`config.mk`:
```
export PLATFORM = sky130hd
export DESIGN_NAME = checked_length_frame_deframer_top
export DESIGN_NICKNAME = d
export VERILOG_FILES = /design/src/cld_pkg.sv /design/src/cld_parser.sv /design/src/checked_length_frame_deframer_top.sv
export SDC_FILE = /design/constraint.sdc
export NUM_CORES = 1
export LEC_CHECK = 0
export CORE_MARGIN = 2
export CORE_UTILIZATION = 31
export DETAILED_ROUTE_END_ITERATION = 8
export DONT_BUFFER_PORTS = 1
export GPL_TIMING_DRIVEN = 0
export PLACE_DENSITY = 0.51
export SYNTH_ARGS = -nofsm -noshare
export SYNTH_HDL_FRONTEND = slang
export SYNTH_HIERARCHICAL = 1
export SYNTH_SLANG_ARGS = --single-unit
```
`constraint.sdc`:
```
create_clock -name aclk -period 5.96 [get_ports aclk]
set_input_delay 1.788 -clock aclk [delete_from_list [all_inputs] [get_ports aclk]]
set_output_delay 1.788 -clock aclk [all_outputs]
set_load 0.05 [all_outputs]
```
`src/cld_pkg.sv`:
```
// Shared types and constants for the checked length frame deframer.
package cld_pkg;

    // Fixed field widths of the result channel and the config index
    localparam int unsigned BYTE_W   = 8;
    localparam int unsigned FIELD_W  = 16;
    localparam int unsigned EVENT_W  = 3;
    localparam int unsigned CFG_IDX_W = 2;

    // Fixed-format sync bytes
    localparam logic [BYTE_W-1:0] SYNC_FIRST  = 8'hFF;
    localparam logic [BYTE_W-1:0] SYNC_SECOND = 8'h55;

    // Configuration register indices
    localparam logic [CFG_IDX_W-1:0] REG_FRAME_MODE = 2'd0;
    localparam logic [CFG_IDX_W-1:0] REG_HEAD_BYTE  = 2'd1;
    localparam logic [CFG_IDX_W-1:0] REG_END_BYTE   = 2'd2;

    // Frame formats
    localparam logic MODE_CHECKED = 1'b0;
    localparam logic MODE_FIXED   = 1'b1;

    typedef enum logic [EVENT_W-1:0] {
        EV_FRAMING = 3'd0,
        EV_PAYLOAD = 3'd1,
        EV_GOOD    = 3'd2,
        EV_JUNK    = 3'd3,
        EV_HDR_BAD = 3'd4,
        EV_SUM_BAD = 3'd5,
        EV_END_BAD = 3'd6
    } evt_t;

    typedef struct packed {
        logic              frame_mode;
        logic [BYTE_W-1:0] head_byte;
        logic [BYTE_W-1:0] end_byte;
    } cfg_t;

    typedef struct packed {
        evt_t               event_res;
        logic [BYTE_W-1:0]  payload_byte;
        logic [FIELD_W-1:0] payload_index;
        logic [FIELD_W-1:0] frame_length;
        logic               last_payload;
    } result_t;

endpackage

```
`src/cld_parser.sv`:
```
// Frame parser: phase machine, length/count/sum state and per-byte result logic.
module cld_parser #(
    parameter int unsigned LEN_BITS = 16
) (
    input  logic                    aclk,
    input  logic                    aresetn,
    input  logic                    step_en,
    input  logic                    mode_wr,
    input  cld_pkg::cfg_t           cfg,
    input  logic [7:0]              rx_byte,
    output cld_pkg::result_t        result
);
    import cld_pkg::*;

    typedef enum logic [2:0] {
        PH_HUNT = 3'd0,
        PH_HCHK = 3'd1,
        PH_LEN1 = 3'd2,
        PH_LEN2 = 3'd3,
        PH_DATA = 3'd4,
        PH_DCHK = 3'd5,
        PH_END  = 3'd6
    } phase_t;

    phase_t              phase_reg,   phase_next;
    logic [BYTE_W-1:0]   hdr_chk_reg, hdr_chk_next;
    logic [BYTE_W-1:0]   len_lo_reg,  len_lo_next;
    logic [LEN_BITS-1:0] exp_len_reg, exp_len_next;
    logic [LEN_BITS-1:0] cnt_reg,     cnt_next;
    logic [BYTE_W-1:0]   psum_reg,    psum_next;

    logic [LEN_BITS-1:0] cnt_inc;
    logic [BYTE_W-1:0]   hdr_sum;
    logic [LEN_BITS-1:0] len_full;
    evt_t                ev;
    logic [BYTE_W-1:0]   pbyte;
    logic [LEN_BITS-1:0] pidx;
    logic                last;

    assign cnt_inc  = cnt_reg + LEN_BITS'(1);
    assign hdr_sum  = cfg.head_byte + len_lo_reg + rx_byte;
    assign len_full = LEN_BITS'({rx_byte, len_lo_reg});

    always_comb begin
        phase_next   = phase_reg;
        hdr_chk_next = hdr_chk_reg;
        len_lo_next  = len_lo_reg;
        exp_len_next = exp_len_reg;
        cnt_next     = cnt_reg;
        psum_next    = psum_reg;
        ev           = EV_FRAMING;
        pbyte        = '0;
        pidx         = '0;
        last         = 1'b0;

        if (cfg.frame_mode == MODE_CHECKED) begin
            unique case (phase_reg)
                PH_HCHK: begin
                    hdr_chk_next = rx_byte;
                    phase_next   = PH_LEN1;
                end
                PH_LEN1: begin
                    len_lo_next = rx_byte;
                    phase_next  = PH_LEN2;
                end
                PH_LEN2: begin
                    if (hdr_chk_reg == hdr_sum) begin
                        exp_len_next = len_full;
                        phase_next   = (len_full == '0) ? PH_DCHK : PH_DATA;
                    end else begin
                        ev         = EV_HDR_BAD;
                        phase_next = PH_HUNT;
                    end
                end
                PH_DATA: begin
                    ev        = EV_PAYLOAD;
                    pbyte     = rx_byte;
                    pidx      = cnt_reg;
                    psum_next = psum_reg + rx_byte;
                    cnt_next  = cnt_inc;
                    if (cnt_inc == exp_len_reg) begin
                        last       = 1'b1;
                        phase_next = PH_DCHK;
                    end
                end
                PH_DCHK: begin
                    if (psum_reg == rx_byte) begin
                        phase_next = PH_END;
                    end else begin
                        ev         = EV_SUM_BAD;
                        phase_next = PH_HUNT;
                    end
                end
                PH_END: begin
                    ev         = (rx_byte == cfg.end_byte) ? EV_GOOD : EV_END_BAD;
                    phase_next = PH_HUNT;
                end
                default: begin
                    if (rx_byte == cfg.head_byte) begin
                        exp_len_next = '0;
                        cnt_next     = '0;
                        psum_next    = '0;
                        phase_next   = PH_HCHK;
                    end else begin
                        ev         = EV_JUNK;
                        phase_next = PH_HUNT;
                    end
                end
            endcase
        end else begin
            unique case (phase_reg)
                PH_HCHK: begin
                    if (rx_byte == SYNC_SECOND) begin
                        phase_next = PH_LEN1;
                    end else begin
                        ev         = EV_JUNK;
                        phase_next = PH_HUNT;
                    end
                end
                PH_LEN1: begin
                    exp_len_next = LEN_BITS'(rx_byte);
                    cnt_next     = '0;
                    psum_next    = '0;
                    if (rx_byte == '0) begin
                        ev         = EV_GOOD;
                        phase_next = PH_HUNT;
                    end else begin
                        phase_next = PH_DATA;
                    end
                end
                PH_DATA: begin
                    ev        = EV_PAYLOAD;
                    pbyte     = rx_byte;
                    pidx      = cnt_reg;
                    psum_next = psum_reg + rx_byte;
                    cnt_next  = cnt_inc;
                    if (cnt_inc == exp_len_reg) begin
                        last       = 1'b1;
                        phase_next = PH_HUNT;
                    end
                end
                default: begin
                    if (rx_byte == SYNC_FIRST) begin
                        exp_len_next = '0;
                        cnt_next     = '0;
                        psum_next    = '0;
                        phase_next   = PH_HCHK;
                    end else begin
                        ev         = EV_JUNK;
                        phase_next = PH_HUNT;
                    end
                end
            endcase
        end
    end

    always_comb begin
        result.event_res     = ev;
        result.payload_byte  = pbyte;
        result.payload_index = FIELD_W'(pidx);
        result.frame_length  = FIELD_W'(exp_len_next);
        result.last_payload  = last;
    end

    always_ff @(posedge aclk) begin
        if (!aresetn) begin
            phase_reg   <= PH_HUNT;
            hdr_chk_reg <= '0;
            len_lo_reg  <= '0;
            exp_len_reg <= '0;
            cnt_reg     <= '0;
            psum_reg    <= '0;
        end else if (mode_wr) begin
            phase_reg <= PH_HUNT;
        end else if (step_en) begin
            phase_reg   <= phase_next;
            hdr_chk_reg <= hdr_chk_next;
            len_lo_reg  <= len_lo_next;
            exp_len_reg <= exp_len_next;
            cnt_reg     <= cnt_next;
            psum_reg    <= psum_next;
        end
    end

endmodule

```
`src/checked_length_frame_deframer_top.sv`:
```
// Top level of the checked length frame deframer: handshakes, config registers, result register.
// An accepted byte enters the input register; its parsed result enters the result register.
// One byte per cycle while m_ready is high; the phase machine's next-state logic and 8-bit sum are combinational.
// Stalls: input register and result register part the two channels; s_ready only drops
// when both hold an item and m_ready is low.
// Reset (aresetn low, synchronous): both registers empty, parser hunting, counters and sum
// cleared, frame_mode = 1 (fixed FF 55 framing), head_byte = end_byte = 0.
module checked_length_frame_deframer_top #(
    parameter int unsigned LEN_BITS = 16
) (
    input  logic                            aclk,
    input  logic                            aresetn,

    // byte stream in
    input  logic                            s_valid,
    output logic                            s_ready,
    input  logic [7:0]                      s_rx_byte,

    // event stream out
    output logic                            m_valid,
    input  logic                            m_ready,
    output logic [2:0]                      m_event_res,
    output logic [7:0]                      m_payload_byte,
    output logic [15:0]                     m_payload_index,
    output logic [15:0]                     m_frame_length,
    output logic                            m_last_payload,

    // configuration writes
    input  logic                            cfg_valid,
    output logic                            cfg_ready,
    input  logic [cld_pkg::CFG_IDX_W-1:0]   cfg_index,
    input  logic [7:0]                      cfg_data
);
    import cld_pkg::*;

    // input register
    logic              in_valid_reg;
    logic [BYTE_W-1:0] in_byte_reg;

    // result register
    logic              out_valid_reg;
    result_t           out_reg;

    // configuration
    cfg_t              cfg_reg;

    logic              advance;
    logic              cfg_wr;
    logic              mode_wr;
    result_t           step_res;

    // The byte in the input register moves on whenever the result register is
    // free or is being emptied by a transfer this cycle.
    assign advance   = in_valid_reg && (!out_valid_reg || m_ready);
    assign s_ready   = !in_valid_reg || !out_valid_reg || m_ready;

    assign cfg_ready = 1'b1;
    assign cfg_wr    = cfg_valid && cfg_ready;
    // A mode write drops any frame in progress
    assign mode_wr   = cfg_wr && (cfg_index == REG_FRAME_MODE);

    always_ff @(posedge aclk) begin
        if (!aresetn) begin
            in_valid_reg <= 1'b0;
        end else if (s_ready) begin
            in_valid_reg <= s_valid;
        end
    end

    always_ff @(posedge aclk) begin
        if (s_valid && s_ready) begin
            in_byte_reg <= s_rx_byte;
        end
    end

    always_ff @(posedge aclk) begin
        if (!aresetn) begin
            out_valid_reg <= 1'b0;
        end else if (advance) begin
            out_valid_reg <= 1'b1;
        end else if (m_ready) begin
            out_valid_reg <= 1'b0;
        end
    end

    always_ff @(posedge aclk) begin
        if (advance) begin
            out_reg <= step_res;
        end
    end

    // Index beyond the register list is ignored.
    always_ff @(posedge aclk) begin
        if (!aresetn) begin
            cfg_reg.frame_mode <= MODE_FIXED;
            cfg_reg.head_byte  <= '0;
            cfg_reg.end_byte   <= '0;
        end else if (cfg_wr) begin
            unique case (cfg_index)
                REG_FRAME_MODE: cfg_reg.frame_mode <= cfg_data[0];
                REG_HEAD_BYTE:  cfg_reg.head_byte  <= cfg_data;
                REG_END_BYTE:   cfg_reg.end_byte   <= cfg_data;
                default:        ;
            endcase
        end
    end

    cld_parser #(
        .LEN_BITS (LEN_BITS)
    ) u_parser (
        .aclk    (aclk),
        .aresetn (aresetn),
        .step_en (advance),
        .mode_wr (mode_wr),
        .cfg     (cfg_reg),
        .rx_byte (in_byte_reg),
        .result  (step_res)
    );

    assign m_valid         = out_valid_reg;
    assign m_event_res     = out_reg.event_res;
    assign m_payload_byte  = out_reg.payload_byte;
    assign m_payload_index = out_reg.payload_index;
    assign m_frame_length  = out_reg.frame_length;
    assign m_last_payload  = out_reg.last_payload;

endmodule

```
==> metrics <==
Crit Path Class reg2reg; Hold/Removal Path Class reg2reg; Reg clk slew, reported paths 60 ps; most used flip-flop cell after synthesis dfxtp_1; Critical Path Fanout Max 10; first-pass GRT wire length 33,500 um; skew final 8.81 ps; ys async rst share 0; max-cap check violation count 0; Die ar. 25,100 um2; Pre-antenna DRT Iters 5; I/O pin count 70; Clock Latency Late Sink 430 ps; PwrDens 277 nW/um2; met3 usage 0.0357; Routed WL 21,400 um; FF+latch count, synth 130; Syn Nets 851; worst slack, placed 1440 ps; n_diodes 0; clock buffer depth 2; # clock sinks 130; outcome complete, no violations; Synth cell types 69; Die H 158 um; Initial Util 0.316; Period minus WS final 4500 ps; Layout area overhead 13.5%; Hold Buf Count CTS 0; period utilization 0.755; Synth area leaders dfxtp_1 21%, edfxtp_1 21%, mux2i_1 4.6%; vias per std cell 5.26; sequential fraction of the synthesis area 0.423; Slew headroom 0.260; DRC viols 0; port bufs 0; Worst setup EP type flip-flop; Iteration-0 DRC Markers 475; VDD IR max 0.000176 V; Post-CTS Setup Inserts 0; Worst setup SP type flip-flop; Mapped Area 7390 um2; met2 Use GR 0.272; dominant cell type by area after synthesis dfxtp_1; Root Buffer clkbuf_16; final antenna-violating net count 0; total grt overflow 0; Post-synth EDFFs 52; PostCTS Resize Cnt 0; GRT Max-Usage Layer met2; Synth top area share 0.211; CTS Buf Count 17; CTS tree yes; ratio of cells with drive above 1 in the final layout 0.0758; Pleak 3.24 nW; R2R depth 12; FP Rows 56; RSZ-0062 raised after global routing false; H-Tree Depth 4; top cells by count, synth 78 x dfxtp_1, 70 x nand2_1, 65 x nor2_1; hold depth 2; Post-DP Area 7820 um2; Overall Global Routing Usage 0.177; Die W 158 um; average wire per standard cell 18.6 um; initial antenna violation count 0; Detail Placement HPWL 15,300 um; DR vias 6,044; count leader, synth dfxtp_1; gate count of the mapped netlist 798; Final GP Congestion 0.921; Final Net Count 871; core area 23,400 um2; endpoints failing hold 0; design area 8380 um2; largest net degree at the start of global routing 32; CP arrival 4650 ps; GR Layer Usage met1 0.251; vias in the first global route 5,726; max reg flops 17; Req. time, crit path 6110 ps; Worst Max-Slew Pin Slew 1100 ps; Ys Warns 6; Max Transition Viols Final 0; Synth Area per Inst 9.26 um2; # setup viols final 0; Fmax 222 MHz; final worst slack 1460 ps
## area by class of cell
class / count / area [um2]
Timing Repair Buffer: 1 / 20.0
Inverter: 17 / 63.8
Buffer: 63 / 283
Multi-Input combinational cell: 588 / 3930
Tap cell: 319 / 399
Sequential cell: 130 / 3120
Fill cell: 2451 / 15000
Clock inverter: 14 / 140
Clock buffer: 18 / 429
## where the power goes
| part | switching [mW] | internal (mW) |
|---|---|---|
| clock network | 0.411 | 0.612 |
| registers | 0.0874 | 0.965 |
| logic | 0.165 | 0.0849 |
| total | 0.663 | 1.66 |
## final timing paths
kind | slack (ps) | start | end
min reg2reg | 470 | cfg_reg[7] | cfg_reg[7]
max | 1460 | in_byte_reg[1] | m_frame_length[7]
min | 470 | cfg_reg[7] | cfg_reg[7]
max reg2reg | 1460 | in_byte_reg[1] | m_frame_length[7]
## worst max-delay path, stage by stage (launching register included)
cell      delay, ps
edfxtp_1        540
fa_1            510
ha_1            240
fa_1            400
xnor2_1         240
xnor2_1          90
nor4_1          370
and3_1          260
buf_2           210
nand3_1         180
a31oi_1         660
buf_2           360
o21ai_0         150
## metal layers
layer,wire length [um],up-vias
li1,-,2953
met1,10500,2867
met2,9550,203
met3,1050,21
met4,270,0
met5,0,-
## through the flow
step | util | TNS (ps) | hold slack [ps] | cells | power (mW)
after floorplan | - | 0 | 436 | 798 | 1.24
after global placement | 0.333 | -48970 | 462 | 1117 | 1.32
after detailed placement | 0.334 | 0 | 467 | 1118 | 1.32
after CTS | 0.358 | 0 | 476 | 1150 | 2.34
after global routing | 0.358 | 0 | 492 | 1150 | 2.42
final | 0.358 | 0 | 473 | 1150 | 2.33
## cell usage in the layout (no fill, tap or decap), types with 9 or more instances in the layout
cell type	n
a21o_1	10
a21oi_1	51
a22o_1	9
a22oi_1	17
and2_1	10
and3_1	32
buf_2	10
clkbuf_1	45
clkbuf_16	17
dfxtp_1	78
edfxtp_1	52
fa_1	9
ha_1	21
inv_1	17
mux2i_1	34
nand2_1	70
nand3_1	23
nand4_1	18
nor2_1	65
nor3_1	15
o21ai_0	35
or3_1	10
or4_1	11
xnor2_1	29
xor2_1	18
## cell families after synthesis
family	count (synthesis)	synth area share
AND/OR/NAND/NOR	295	0.208
XOR/XNOR	48	0.0588
AO/OA/AOI/OAI	180	0.157
adder cells (fa/ha/maj)	30	0.0599
other	1	0.000508
multiplexers	34	0.0461
buffers and inverters	80	0.0469
flip-flops	130	0.423
(Power assumes the default switching activity.)
